`config.mk`:
```
export PLATFORM = sky130hd
export DESIGN_NAME = ctc_greedy_decoder_top
export DESIGN_NICKNAME = d
export VERILOG_FILES = /design/src/ctc_pkg.sv /design/src/ctc_front.sv /design/src/ctc_step_queue.sv /design/src/ctc_back.sv /design/src/ctc_greedy_decoder_top.sv
export SDC_FILE = /design/constraint.sdc
export NUM_CORES = 1
export LEC_CHECK = 0
export BUFFER_PORTS_ARGS = -buffer_cell sky130_fd_sc_hd__buf_4
export CORE_MARGIN = 4
export CORE_UTILIZATION = 30
export CTS_CLUSTER_DIAMETER = 40
export DETAILED_ROUTE_END_ITERATION = 6
export GPL_TIMING_DRIVEN = 0
export SYNTH_ARGS = -nofsm -noshare
export SYNTH_HDL_FRONTEND = slang
export SYNTH_SLANG_ARGS = --single-unit
```
`constraint.sdc`:
```
create_clock -name clk -period 5.2 [get_ports clk]
set_input_delay 0.78 -clock clk [delete_from_list [all_inputs] [get_ports clk]]
set_output_delay 0.78 -clock clk [all_outputs]
set_load 0.01 [all_outputs]
```
`src/ctc_pkg.sv`:
```
package ctc_pkg;

  localparam int SCORE_W    = 16;
  localparam int CLASS_W    = 16;
  localparam int STEP_W     = 10;
  localparam int SUM_W      = 26;
  localparam int COUNT_W    = 11;
  localparam int CLS_CFG_W  = 17;
  localparam int STEP_CFG_W = 11;
  localparam int CFG_IDX_W  = 2;
  localparam int CFG_DATA_W = 17;

  // Register indexes of the configuration port
  localparam logic [CFG_IDX_W-1:0] REG_CLASS_COUNT = 2'd0;
  localparam logic [CFG_IDX_W-1:0] REG_STEP_COUNT  = 2'd1;

  localparam logic [CLS_CFG_W-1:0]  CLASS_COUNT_RESET = 17'd6625;
  localparam logic [CLS_CFG_W-1:0]  MIN_CLASSES       = 17'd2;
  localparam logic [CLS_CFG_W-1:0]  MAX_CLASSES       = 17'd65536;
  localparam logic [STEP_CFG_W-1:0] STEP_COUNT_RESET  = 11'd40;
  localparam logic [STEP_CFG_W-1:0] MIN_STEPS         = 11'd1;
  localparam logic [STEP_CFG_W-1:0] MAX_STEPS         = 11'd1024;

  localparam logic signed [SUM_W:0] SUM_HI = 27'sd33554431;
  localparam logic signed [SUM_W:0] SUM_LO = -27'sd33554432;
  localparam logic [COUNT_W-1:0]    COUNT_MAX = 11'd2047;

  typedef struct packed {
    logic [CLASS_W-1:0]        best_class;
    logic signed [SCORE_W-1:0] best_score;
  } step_rec_t;

  typedef struct packed {
    logic [CLASS_W-1:0]        best_class;
    logic signed [SCORE_W-1:0] best_score;
    logic                      emit;
    logic signed [SUM_W-1:0]   score_total;
    logic [COUNT_W-1:0]        symbol_total;
    logic                      sequence_end;
  } result_t;

endpackage

```
`src/ctc_front.sv`:
```
module ctc_front (
  input  logic                                  clk,
  input  logic                                  rst,
  input  logic                                  push,
  output logic                                  full,
  input  logic signed [ctc_pkg::SCORE_W-1:0]    class_score,
  input  logic [ctc_pkg::CLS_CFG_W-1:0]         class_count,
  output logic                                  rec_push,
  output ctc_pkg::step_rec_t                    rec,
  input  logic                                  rec_full
);
  import ctc_pkg::*;

  logic [CLASS_W-1:0]        class_position;
  logic signed [SCORE_W-1:0] running_max;
  logic [CLASS_W-1:0]        running_argmax;
  logic [CLS_CFG_W-1:0]      eff_classes;
  logic [CLS_CFG_W-1:0]      pos_plus;
  logic                      accept;
  logic                      take;
  logic                      last;
  logic signed [SCORE_W-1:0] max_next;
  logic [CLASS_W-1:0]        arg_next;

  assign full   = rec_full;
  assign accept = push & ~rec_full;

  always_comb begin
    if (class_count < MIN_CLASSES) begin
      eff_classes = MIN_CLASSES;
    end else if (class_count > MAX_CLASSES) begin
      eff_classes = MAX_CLASSES;
    end else begin
      eff_classes = class_count;
    end
  end

  assign pos_plus = {1'b0, class_position} + CLS_CFG_W'(1);
  assign last     = pos_plus >= eff_classes;

  // First class of a step always loads; on a tie the earlier class stays
  assign take     = (class_position == '0) || (class_score > running_max);
  assign max_next = take ? class_score : running_max;
  assign arg_next = take ? class_position : running_argmax;

  always_ff @(posedge clk) begin
    if (rst) begin
      class_position <= '0;
      running_argmax <= '0;
    end else if (accept) begin
      class_position <= last ? '0 : pos_plus[CLASS_W-1:0];
      running_argmax <= arg_next;
    end
  end

  always_ff @(posedge clk) begin
    if (accept) begin
      running_max <= max_next;
    end
  end

  assign rec_push        = accept & last;
  assign rec.best_class  = arg_next;
  assign rec.best_score  = max_next;

endmodule

```
`src/ctc_step_queue.sv`:
```
module ctc_step_queue (
  input  logic               clk,
  input  logic               rst,
  input  logic               push,
  input  ctc_pkg::step_rec_t din,
  output logic               full,
  input  logic               pop,
  output ctc_pkg::step_rec_t dout,
  output logic               valid
);
  import ctc_pkg::*;

  step_rec_t  mem [2];
  logic       wr_ptr;
  logic       rd_ptr;
  logic [1:0] count;
  logic       do_push;
  logic       do_pop;

  assign full    = count == 2'd2;
  assign valid   = count != 2'd0;
  assign do_push = push & ~full;
  assign do_pop  = pop & valid;
  assign dout    = mem[rd_ptr];

  always_ff @(posedge clk) begin
    if (do_push) begin
      mem[wr_ptr] <= din;
    end
  end

  always_ff @(posedge clk) begin
    if (rst) begin
      wr_ptr <= 1'b0;
      rd_ptr <= 1'b0;
      count  <= 2'd0;
    end else begin
      if (do_push) begin
        wr_ptr <= ~wr_ptr;
      end
      if (do_pop) begin
        rd_ptr <= ~rd_ptr;
      end
      case ({do_push, do_pop})
        2'b10:   count <= count + 2'd1;
        2'b01:   count <= count - 2'd1;
        default: count <= count;
      endcase
    end
  end

endmodule

```
`src/ctc_back.sv`:
```
module ctc_back (
  input  logic                                 clk,
  input  logic                                 rst,
  input  logic                                 rec_valid,
  input  ctc_pkg::step_rec_t                   rec,
  output logic                                 rec_pop,
  input  logic [ctc_pkg::STEP_CFG_W-1:0]       step_count,
  output logic                                 empty,
  input  logic                                 pop,
  output logic [ctc_pkg::CLASS_W-1:0]          best_class,
  output logic signed [ctc_pkg::SCORE_W-1:0]   best_score,
  output logic                                 emit,
  output logic signed [ctc_pkg::SUM_W-1:0]     score_total,
  output logic [ctc_pkg::COUNT_W-1:0]          symbol_total,
  output logic                                 sequence_end
);
  import ctc_pkg::*;

  logic [STEP_W-1:0]       step_pos;
  logic [CLASS_W-1:0]      prev_index;
  logic signed [SUM_W-1:0] score_sum;
  logic [COUNT_W-1:0]      symbol_count;

  logic [STEP_CFG_W-1:0]   eff_steps;
  logic [STEP_CFG_W-1:0]   step_plus;
  logic                    step_take;
  logic                    last;
  logic                    emit_now;
  logic signed [SUM_W:0]   sum_wide;
  logic signed [SUM_W-1:0] sum_next;
  logic [COUNT_W-1:0]      count_next;
  result_t                 res_in;

  result_t                 res_mem [2];
  logic                    res_wr;
  logic                    res_rd;
  logic [1:0]              res_count;
  logic                    res_full;
  logic                    res_pop;

  assign res_full  = res_count == 2'd2;
  assign empty     = res_count == 2'd0;
  assign res_pop   = pop & ~empty;
  assign step_take = rec_valid & ~res_full;
  assign rec_pop   = step_take;

  always_comb begin
    if (step_count < MIN_STEPS) begin
      eff_steps = MIN_STEPS;
    end else if (step_count > MAX_STEPS) begin
      eff_steps = MAX_STEPS;
    end else begin
      eff_steps = step_count;
    end
  end

  assign step_plus = {1'b0, step_pos} + STEP_CFG_W'(1);
  assign last      = step_plus >= eff_steps;

  // No repeat check on the first step of a sequence
  assign emit_now = (rec.best_class != '0) &&
                    !((step_pos != '0) && (rec.best_class == prev_index));

  assign sum_wide = {score_sum[SUM_W-1], score_sum} +
                    {{(SUM_W+1-SCORE_W){rec.best_score[SCORE_W-1]}}, rec.best_score};

  always_comb begin
    sum_next   = score_sum;
    count_next = symbol_count;
    if (emit_now) begin
      if (sum_wide > SUM_HI) begin
        sum_next = SUM_HI[SUM_W-1:0];
      end else if (sum_wide < SUM_LO) begin
        sum_next = SUM_LO[SUM_W-1:0];
      end else begin
        sum_next = sum_wide[SUM_W-1:0];
      end
      if (symbol_count != COUNT_MAX) begin
        count_next = symbol_count + COUNT_W'(1);
      end
    end
  end

  always_comb begin
    res_in.best_class   = rec.best_class;
    res_in.best_score   = rec.best_score;
    res_in.emit         = emit_now;
    res_in.score_total  = sum_next;
    res_in.symbol_total = count_next;
    res_in.sequence_end = last;
  end

  always_ff @(posedge clk) begin
    if (rst) begin
      step_pos     <= '0;
      prev_index   <= '0;
      score_sum    <= '0;
      symbol_count <= '0;
    end else if (step_take) begin
      prev_index <= rec.best_class;
      if (last) begin
        step_pos     <= '0;
        score_sum    <= '0;
        symbol_count <= '0;
      end else begin
        step_pos     <= step_plus[STEP_W-1:0];
        score_sum    <= sum_next;
        symbol_count <= count_next;
      end
    end
  end

  always_ff @(posedge clk) begin
    if (step_take) begin
      res_mem[res_wr] <= res_in;
    end
  end

  always_ff @(posedge clk) begin
    if (rst) begin
      res_wr    <= 1'b0;
      res_rd    <= 1'b0;
      res_count <= 2'd0;
    end else begin
      if (step_take) begin
        res_wr <= ~res_wr;
      end
      if (res_pop) begin
        res_rd <= ~res_rd;
      end
      case ({step_take, res_pop})
        2'b10:   res_count <= res_count + 2'd1;
        2'b01:   res_count <= res_count - 2'd1;
        default: res_count <= res_count;
      endcase
    end
  end

  assign best_class   = res_mem[res_rd].best_class;
  assign best_score   = res_mem[res_rd].best_score;
  assign emit         = res_mem[res_rd].emit;
  assign score_total  = res_mem[res_rd].score_total;
  assign symbol_total = res_mem[res_rd].symbol_total;
  assign sequence_end = res_mem[res_rd].sequence_end;

  a_seq_restart: assert property (@(posedge clk) disable iff (rst)
    step_take && last |=> step_pos == '0)
    else $error("step position not cleared after sequence end");

  a_count_bound: assert property (@(posedge clk) disable iff (rst)
    symbol_count <= {1'b0, step_pos})
    else $error("symbol count exceeds steps taken in sequence");

  a_res_bound: assert property (@(posedge clk) disable iff (rst)
    res_count <= 2'd2)
    else $error("result buffer overfilled");

endmodule

```
`src/ctc_greedy_decoder_top.sv`:
```
// CTC greedy decoder: running argmax per time step, repeat/blank filter, totals.
// Throughput: one class score per cycle when full is low; one result per step.
// A step has class_count scores; its result passes the step queue register, then the
// result buffer register, before it reaches the ports; a full buffer can hold it back.
// Reset (rst, synchronous): positions, totals and queues clear; class_count = 6625,
// step_count = 40.
module ctc_greedy_decoder_top (
  input  logic                                 clk,
  input  logic                                 rst,
  input  logic                                 push,
  output logic                                 full,
  input  logic signed [ctc_pkg::SCORE_W-1:0]   class_score,
  output logic                                 empty,
  input  logic                                 pop,
  output logic [ctc_pkg::CLASS_W-1:0]          best_class,
  output logic signed [ctc_pkg::SCORE_W-1:0]   best_score,
  output logic                                 emit,
  output logic signed [ctc_pkg::SUM_W-1:0]     score_total,
  output logic [ctc_pkg::COUNT_W-1:0]          symbol_total,
  output logic                                 sequence_end,
  input  logic                                 cfg_valid,
  output logic                                 cfg_ready,
  input  logic [ctc_pkg::CFG_IDX_W-1:0]        cfg_index,
  input  logic [ctc_pkg::CFG_DATA_W-1:0]       cfg_data
);
  import ctc_pkg::*;

  logic [CLS_CFG_W-1:0]  class_count;
  logic [STEP_CFG_W-1:0] step_count;

  logic      rec_push;
  logic      rec_full;
  step_rec_t rec_in;
  logic      rec_valid;
  logic      rec_pop;
  step_rec_t rec_out;

  assign cfg_ready = 1'b1;

  // Unknown register indexes drop the write
  always_ff @(posedge clk) begin
    if (rst) begin
      class_count <= CLASS_COUNT_RESET;
      step_count  <= STEP_COUNT_RESET;
    end else if (cfg_valid && cfg_ready) begin
      case (cfg_index)
        REG_CLASS_COUNT: class_count <= cfg_data[CLS_CFG_W-1:0];
        REG_STEP_COUNT:  step_count  <= cfg_data[STEP_CFG_W-1:0];
        default: begin
        end
      endcase
    end
  end

  ctc_front u_front (
    .clk         (clk),
    .rst         (rst),
    .push        (push),
    .full        (full),
    .class_score (class_score),
    .class_count (class_count),
    .rec_push    (rec_push),
    .rec         (rec_in),
    .rec_full    (rec_full)
  );

  ctc_step_queue u_queue (
    .clk   (clk),
    .rst   (rst),
    .push  (rec_push),
    .din   (rec_in),
    .full  (rec_full),
    .pop   (rec_pop),
    .dout  (rec_out),
    .valid (rec_valid)
  );

  ctc_back u_back (
    .clk          (clk),
    .rst          (rst),
    .rec_valid    (rec_valid),
    .rec          (rec_out),
    .rec_pop      (rec_pop),
    .step_count   (step_count),
    .empty        (empty),
    .pop          (pop),
    .best_class   (best_class),
    .best_score   (best_score),
    .emit         (emit),
    .score_total  (score_total),
    .symbol_total (symbol_total),
    .sequence_end (sequence_end)
  );

endmodule

```
# --- Yosys cells after proc, flatten, opt, wreduce, memory -nomap -nowiden ---
# Memory sizes are Yosys's and may differ from the RTL's. A register that Yosys moved wholly into a read port is not among the register bits.
# Index checks and enable logic that the tools add are counted.
# Widths: inputs -> output; s select.
op_classes:
  mux: 25
  n_eq_ne: 9
  n_addsub: 8
  n_bitwise: 13
  n_lt_le_gt_ge: 9
  reduce_logical: 14
ops:
  columns: ["op", "count"]
  rows:
  - ["$mux 26", 4]
  - ["$mux 11", 5]
  - ["$mux 16", 3]
  - ["$mux 17", 2]
  - ["$add 26x16->27", 1]
  - ["$gt 27x26->1 const B", 1]
  - ["$lt 27x26->1 const B", 1]
  - ["$add 16x1->17 const B", 1]
  - ["$ge 17x17->1", 1]
  - ["$gt 17x17->1 const B", 1]
  - ["$lt 17x2->1 const B", 1]
  - ["$eq 16x16->1", 1]
  - ["$gt 16x16->1", 1]
  - ["$logic_not 16->1", 1]
  - ["$reduce_bool 16->1", 1]
  - ["$add 10x1->11 const B", 1]
  - ["$add 11x1->11 const B", 1]
  - ["$ge 11x11->1", 1]
  - ["$gt 11x11->1 const B", 1]
  - ["$lt 11x1->1 const B", 1]
  - ["$ne 11x11->1 const B", 1]
  - ["$mux 10", 1]
  - ["$reduce_bool 10->1", 1]
  - ["$eq 2x2->1 const B", 4]
  - ["13 further kinds", 41]
totals:
  reg_bits: 147
  out_inout_bits: 74
  inputBits: 40
  mem_count: 2
  ram_bits: 206
  elab_cells: 95
mem_list:
  columns: ["memory", "words", "width", "read_ports", "rd_ports_with_merged_regs", "wr", "line_no", "rtl"]
  rows:
  - ["u_back.res_mem", 2, 71, 1, 1, 1, "ctc_back.sv:34", "result_t res_mem [2];"]
  - ["u_queue.mem", 2, 32, 1, 1, 1, "ctc_step_queue.sv:13", "step_rec_t mem [2];"]

# --- Logic depth before layout (Yosys ltp) ---
# Gate-level depths: netlist of the first run.
depth:
  ltp_word: 8
  depth_mapped: 18
  ltp_nobuf: 18

# --- Modules after synthesis ---
# A second synthesis of the first run with hierarchy kept.
unflattened:
  cells_unflattened: 1527
  area_unflattened_um2: 17719.5
modules_own_cells:
  columns: ["module", "area_each_um2", "seq_area_each_um2", "cells_per_inst", "instances"]
  rows:
  - ["ctc_back", 10462.5, 5625.4, 898, 1]
  - ["ctc_front", 3523.4, 1121.1, 384, 1]
  - ["ctc_step_queue", 2527.4, 2021.9, 126, 1]
  - ["ctc_greedy_decoder_top", 1206.2, 560.5, 119, 1]

# --- Worst setup path after synthesis of the first run ---
# No wires, ideal clock.
synth_path:
  path_kind: "reg2reg"
  startpoint: "register u_front.class_position[0]"
  endpoint: "memory u_queue.mem[0][0] in the netlist's numbering, enable pin"
  path_slack_ps: 382
  path_stages_with_launch: 14
  arrival_time_ps: 4393
  path_buffers: 0
  required_time_ps: 4775
  period_less_slack_ps: 4818
  setup_time_ps: 425
  cell_sequence: "dfxtp_1 ha_1 and3_1 and3_1 and3_1 and3_1 nand3_1 xnor2_1 ha_1 nand4_1 nor4_1 a211oi_1 a21oi_1 nor2b_1"
synth_between:
  elab_chain_cells: 6
synth_rtl:
  columns: ["item", "line_no", "rtl"]
  rows:
  - ["start, declared", "ctc_front.sv:14", "logic [CLASS_W-1:0] class_position;"]
  - ["start signal, assigned", "ctc_front.sv:51", "class_position <= last ? '0 : pos_plus[CLASS_W-1:0];"]
  - ["$add 16x1->17", "ctc_front.sv:38", "assign pos_plus = {1'b0, class_position} + CLS_CFG_W'(1);"]
  - ["$ge 17x17->1", "ctc_front.sv:39", "assign last = pos_plus >= eff_classes;"]
  - ["$and 1x1->1", "ctc_front.sv:62", "assign rec_push = accept & last;"]
  - ["$and 1x1->1", "ctc_step_queue.sv:22", "assign do_push = push & ~full;"]
  - ["$mux 1", "ctc_step_queue.sv:27", "if (do_push) begin"]
  - ["$mux 1 (implied by the code)", "ctc_step_queue.sv:28", "mem[wr_ptr] <= din;"]
  - ["end, declared", "ctc_step_queue.sv:13", null]
# Every way passes these cells.

# --- Final worst setup path of the first run ---
layout_path:
  startpoint: "register u_front.class_position[0]"
  endpoint: "memory u_queue.mem[1][11] in the netlist's numbering, enable pin"
# Same word-level chain as after synthesis.

==> run_results.csv, run 1 <==
group,metric,value,unit
status,status,"completed",
timing,fin_crit,4660,ps
layout,syn2layout_area_growth,21.3,%
synth,yosys.area_share.simple,12.7,%
die,dieArea,63500,sq um
clocking,tritoncts,"built",
drt,ant_nets,0,
placement,dp_cells,2528,
clocking,cts.sinks,355,
grt,gr-usage-all-layers,14.5,%
critical_path,worstPathRequired,5420,ps
placement,detailed_place_hpwl,35400,microns
synth,synth-edff-count,222,
synth,yosys.area_share.xor_xnor,3.34,%
timing,tightest_slew,1100,ps
clocking,clock_path_buffers,3,
timing,maxSlewViolCount,0,
die,die_w,252,microns
synth,synth_cells,1639,
synth,synth.area.mux_share,9.44,%
layout,drive_above_1_share,21.0,%
clocking,hold_buffers,0,
timing,finalSetupViolations,0,
flow_run,cap_violations,0,
synth,ys_types,81,
power_and_ir_drop,ir_drop,0.248,mV
critical_path,r2r_setup_slack,540,ps
drt,drt_iter0_markers,807,
synth,syn-cell-area,17800,sq um
critical_path,path_max_fanout,32,
clocking,clk_pin_slew,60,ps
placement,gp_congestion,0.875,
grt,grt_pass1_wl,73600,microns
synth,synth_top_family_by_area,"simple AND/OR/NAND/NOR gates",
timing,tns,0,ps
grt,first_global_vias,13200,
layout,antenna_cells,0,
timing,rsz0062_at_grt,"no",
die,initial_core_util,30.3,%
critical_path,startpoint_type,"register",
synth,synthArstFlopShare,0,%
power_and_ir_drop,power.total,7.23,mW
synth,synth_fa_ha_area_share,5.62,%
min_path,hp-class,"in2reg",
drt,drc,0,
critical_path,critPathKind,"reg2reg",
clocking,clk_latency,600,ps
layout,nFillCells,5720,
synth,syn_nets,1757,
clocking,cts_root_buf,"clkbuf_16",
drt,firstDrtPassIters,5,
placement,port-buffer-count,111,
grt,antenna_found_initial,4,
synth,synth_compound_area_share,12.6,%
clocking,cts-buffers-inserted,53,
timing,max_slew_margin,26.3,%
drt,wirelength,47400,microns
layout,layout.nets,1927,
layout,fin_cells,2627,
timing,clock_skew,25.2,ps
grt,grt_max_degree,37,
timing,hold_violations,0,
drt,post_drt_wl_per_cell,18.0,microns
die,fp.coreArea,58900,sq um
die,die_h,252,microns
drt,viasPerCell,5.00,
clocking,htreeDepth,2,
power_and_ir_drop,p_per_area,334,nW/um^2
synth,ys_warn_count,0,
timing,max_freq,214,MHz
grt,grt.overflow.total,0,
critical_path,crit_arrival,4880,ps
synth,synth.avg_cell_area,10.9,sq um
power_and_ir_drop,power_leakage,7.86,nW
critical_path,end_kind,"register",
synth,postSynthRegisterBits,355,
die,rows,89,
synth,ys.flop_type,"edfxtp_1",
timing,fin_crit_sh,89.7,%
die,ios,114,
drt,vias,13100,
synth,ys_seq_area_share,52.3,%
metrics by stage:
stage          utilization [%]  cell area (sq um)  setup slack (ps)  hold WS, ps
2_1_floorplan                -              17800               382          444
3_3_place_gp              33.4              19600             -1600          453
3_5_place_dp              33.6              19800             -26.4          465
4_1_cts                   36.7              21600              89.9          365
5_1_grt                   36.7              21600               152          389
6_report                  36.7              21600               536          398
flip-flops by register name (all words and copies together), names as in the netlist, 2 cells and up, named ones only:
signal                  count
u_back.score_sum           26
u_back.step_pos            10
u_front.class_position     16
u_back.prev_index          16
class_count                17
u_queue.mem                64
step_count                 11
u_back.res_count            2
u_back.res_mem            142
u_back.symbol_count        11
u_front.running_max        16
u_queue.count               2
u_front.running_argmax     16
timing repair:
action,CTS,global route
setup buffers,0,0
gates resized for setup,1,2
endpoints found under the setup margin,4,63
pin swaps,0,0
metal layers:
layer  vias to the layer above  track usage, %  share of wire [%]
met2                       319            24.9                 49
li1                       6369               -                  -
met3                        82            3.33                6.1
met5                         -               0              0.046
met1                      6363            18.2                 43
met4                         6            4.54                2.6
cells in the final DEF (no fill, tap or decap), types with 8 or more instances in the layout:
cell type,n
a211oi_1,13
a21o_1,20
a21oi_1,122
a31oi_1,14
and3_1,17
buf_2,17
buf_4,116
clkbuf_1,59
clkbuf_16,55
dfxtp_1,133
edfxtp_1,222
ha_1,77
inv_1,77
inv_6,9
mux2_2,109
mux2_4,10
mux2i_1,27
nand2_1,140
nand2b_1,34
nand3_1,28
nand3b_1,13
nand4_1,24
nor2_1,90
nor3_1,32
nor4_1,15
nor4b_1,8
o211ai_1,14
o21a_1,9
o21ai_0,101
o22ai_1,17
xnor2_1,47
xor2_1,21
synthesized netlist by cell type, drive strengths merged, types with 18 or more instances:
library cell,count,area [sq um]
a21o,20,150
buf,33,213
mux2,119,1380
nand2b,34,213
o21ai,108,544
nor2,91,342
inv,77,289
xnor2,47,412
ha,77,963
nand2,142,538
nor3,33,170
nand4,24,150
a21oi,125,637
mux2i,30,308
a211oi,18,155
clkbuf,53,199
dfxtp,133,2660
edfxtp,222,6670
xor2,21,184
nand3,28,140
critical path, cell delays in order, from the launching register on:
cell and delay, ps:
dfxtp_1 500, ha_1 290, and3_1 250, and3_1 260, and3_1 280, and3_1 260, nand3_1 160, xnor2_1 170
ha_1 320, nand4_1 120, nor4_1 350, a211oi_2 160, a21oi_1 410, and2_2 730
worst paths after layout:
check / depth (start not counted) / startpoint / endpoint
setup / recovery: 13 / u_front.class_position[0] / u_queue.mem[1][11]
hold / removal: 3 / cfg_data[12] / class_count[12]
setup reg to reg: 13 / u_front.class_position[0] / u_queue.mem[1][11]
hold reg to reg: 2 / u_front.running_argmax[9] / u_front.running_argmax[9]
power by group:
part / switching (mW) / total, mW / internal, mW
clock network: 1.44 / 3.67 / 2.23
logic: 0.298 / 0.501 / 0.203
registers: 0.0272 / 3.06 / 3.03
kinds of logic after synthesis:
logic type | count (synthesis)
compound gates | 370
xor+xnor | 68
fa+ha+maj | 80
buf+inv | 165
flops | 355
mux | 149
other cells | 1
simple gates | 451
area by class of cell:
type / count / area [sq um] / area share (%)
clock buffer: 64 / 1430 / 6.61
tap: 773 / 967 / 4.47
multi-input combinational: 1119 / 7840 / 36.2
sequential: 355 / 9330 / 43.1
buffer: 85 / 409 / 1.89
timing repair buffer: 116 / 941 / 4.35
inverter: 79 / 297 / 1.37
clock inverter: 36 / 433 / 2.00
No activity file was read; power rests on OpenSTA's default activity.
==> run 2, diff against run 1 <==
CORE_MARGIN = 2   (was 4)
==> run_results.csv, run 2 (synthesized netlist as in run 1, its figures left out) <==
group,metric,value,unit
critical_path,critPathMaxStageDelay,790,ps
drt,vias,13200,
clocking,tritoncts,"built",
timing,setup_ws,372,ps
placement,place_ws,109,ps
drt,drc,0,
timing,fin_crit_sh,92.8,%
layout,layout.nets,1924,
die,initial_core_util,30.3,%
die,dieArea,61500,sq um
power_and_ir_drop,p_per_area,329,nW/um^2
layout,syn2layout_area_growth,20.6,%
critical_path,crit_arrival,5030,ps
timing,max_slew_margin,35.9,%
timing,max_freq,207,MHz
critical_path,worstPathRequired,5400,ps
timing,clock_skew,31.7,ps
die,rows,89,
die,fp.coreArea,58900,sq um
placement,dpl_cell_area,19700,sq um
drt,viasPerCell,5.03,
drt,firstDrtPassIters,7,
die,ios,114,
critical_path,startpoint_type,"register",
layout,final_cell_mix,"222 x edfxtp_1, 140 x nand2_1, 133 x dfxtp_1",
placement,port-buffer-count,111,
timing,finalSetupViolations,0,
status,status,"completed",
timing,hold_violations,0,
timing,fin_crit,4830,ps
drt,post_drt_wl_per_cell,17.9,microns
drt,wirelength,46900,microns
critical_path,critPathMostFrequentCell,"and3_1",
grt,antenna_found_initial,2,
clocking,htreeDepth,2,
power_and_ir_drop,power_leakage,7.80,nW
clocking,postCtsSetupBuffers,0,
grt,grt_pass1_wl,72300,microns
timing,maxSlewViolCount,0,
layout,final_common_cell,"edfxtp_1",
critical_path,path_max_fanout,16,
die,die_h,248,microns
clocking,clk_pin_slew,60,ps
layout,largest_register_ffs,142,
timing,tightest_slew,957,ps
critical_path,slowest_stage,"nor2b_2",
clocking,cts.sinks,355,
drt,drt_iter0_markers,923,
timing,tns,0,ps
critical_path,end_kind,"register",
critical_path,critPathKind,"reg2reg",
die,die_w,248,microns
clocking,cts_root_buf,"clkbuf_16",
timing,rsz0062_at_grt,"yes",
drt,ant_nets,0,
critical_path,r2r_setup_slack,370,ps
min_path,hp-class,"in2reg",
grt,grt.overflow.total,0,
flow_run,cap_violations,0,
clocking,cts-buffers-inserted,51,
critical_path,cp_cell_sequence,"ha_1, and3_1, and3_1, and3_1, and3_1, nand3_1, xnor2_1, ha_1, nand4_1, nor4_1, a211oi_2, a21oi_1, nor2b_2",
grt,grt_max_degree,47,
clocking,hold_buffers,0,
placement,gp_congestion,0.883,
power_and_ir_drop,ir_drop,0.252,mV
grt,first_global_vias,12900,
grt,gr-usage-all-layers,15.0,%
layout,drive_above_1_share,20.9,%
layout,regMostFlops,"u_back.res_mem",
placement,detailed_place_hpwl,34800,microns
clocking,clock_path_buffers,3,
layout,finalInstanceArea,21500,sq um
clocking,clk_latency,590,ps
layout,reg_top3,"u_back.res_mem x142, u_queue.mem x64, u_back.score_sum x26",
## run 2: worst max-delay path, delay by kind of cell (launching register included)
family          cells  cell delay, ps
xor+xnor            1             180
compound gates      2             650
flops               1             500
simple gates        8            2500
fa+ha+maj           2             610
## run 2: metal layers
layer / GRT usage, % / wire, microns
met1: 19.4 / 20500
met2: 25.9 / 22900
met3: 2.63 / 2590
met4: 3.82 / 909
met5: 0 / 0
## run 2: metrics by stage
| stage | std cells | hold slack [ps] | utilization [%] | power, mW |
|---|---|---|---|---|
| 5_1_grt | 2622 | 398 | 36.5 | 7.30 |
| 6_report | 2624 | 412 | 36.5 | 7.07 |
| 2_1_floorplan | 1639 | 444 | - | 3.44 |
| 4_1_cts | 2622 | 388 | 36.5 | 7.13 |
| 3_3_place_gp | 2523 | 454 | 33.4 | 3.61 |
| 3_5_place_dp | 2526 | 464 | 33.5 | 3.62 |
## run 2: final timing paths
kind	start	endpoint	cells past startpoint
setup reg to reg	u_front.class_position[0]	u_queue.mem[0][30]	13
hold / removal	cfg_data[11]	class_count[11]	3
hold reg to reg	u_front.running_argmax[10]	u_front.running_argmax[10]	2
setup / recovery	u_front.class_position[0]	u_queue.mem[0][30]	13
## run 2: final cells by class
type | instances | area, sq um
Fill cell | 5691 | 37400
Timing Repair Buffer | 114 | 901
Tap cell | 773 | 967
Buffer | 85 | 409
Antenna cell | 2 | 5.00
Clock buffer | 61 | 1410
Sequential cell | 355 | 9330
Multi-Input combinational cell | 1120 | 7850
Clock inverter | 35 | 359
Inverter | 79 | 297
## run 2: repair_timing
item / in CTS / in global routing
resized for setup: 0 / 2
endpoints found under the hold margin: 0 / 0
setup endpoints to repair: 0 / 127
## run 2: report_power, final
group          internal [mW]  switching [mW]
registers               3.03          0.0281
clock network           2.13            1.38
logic                  0.202           0.299
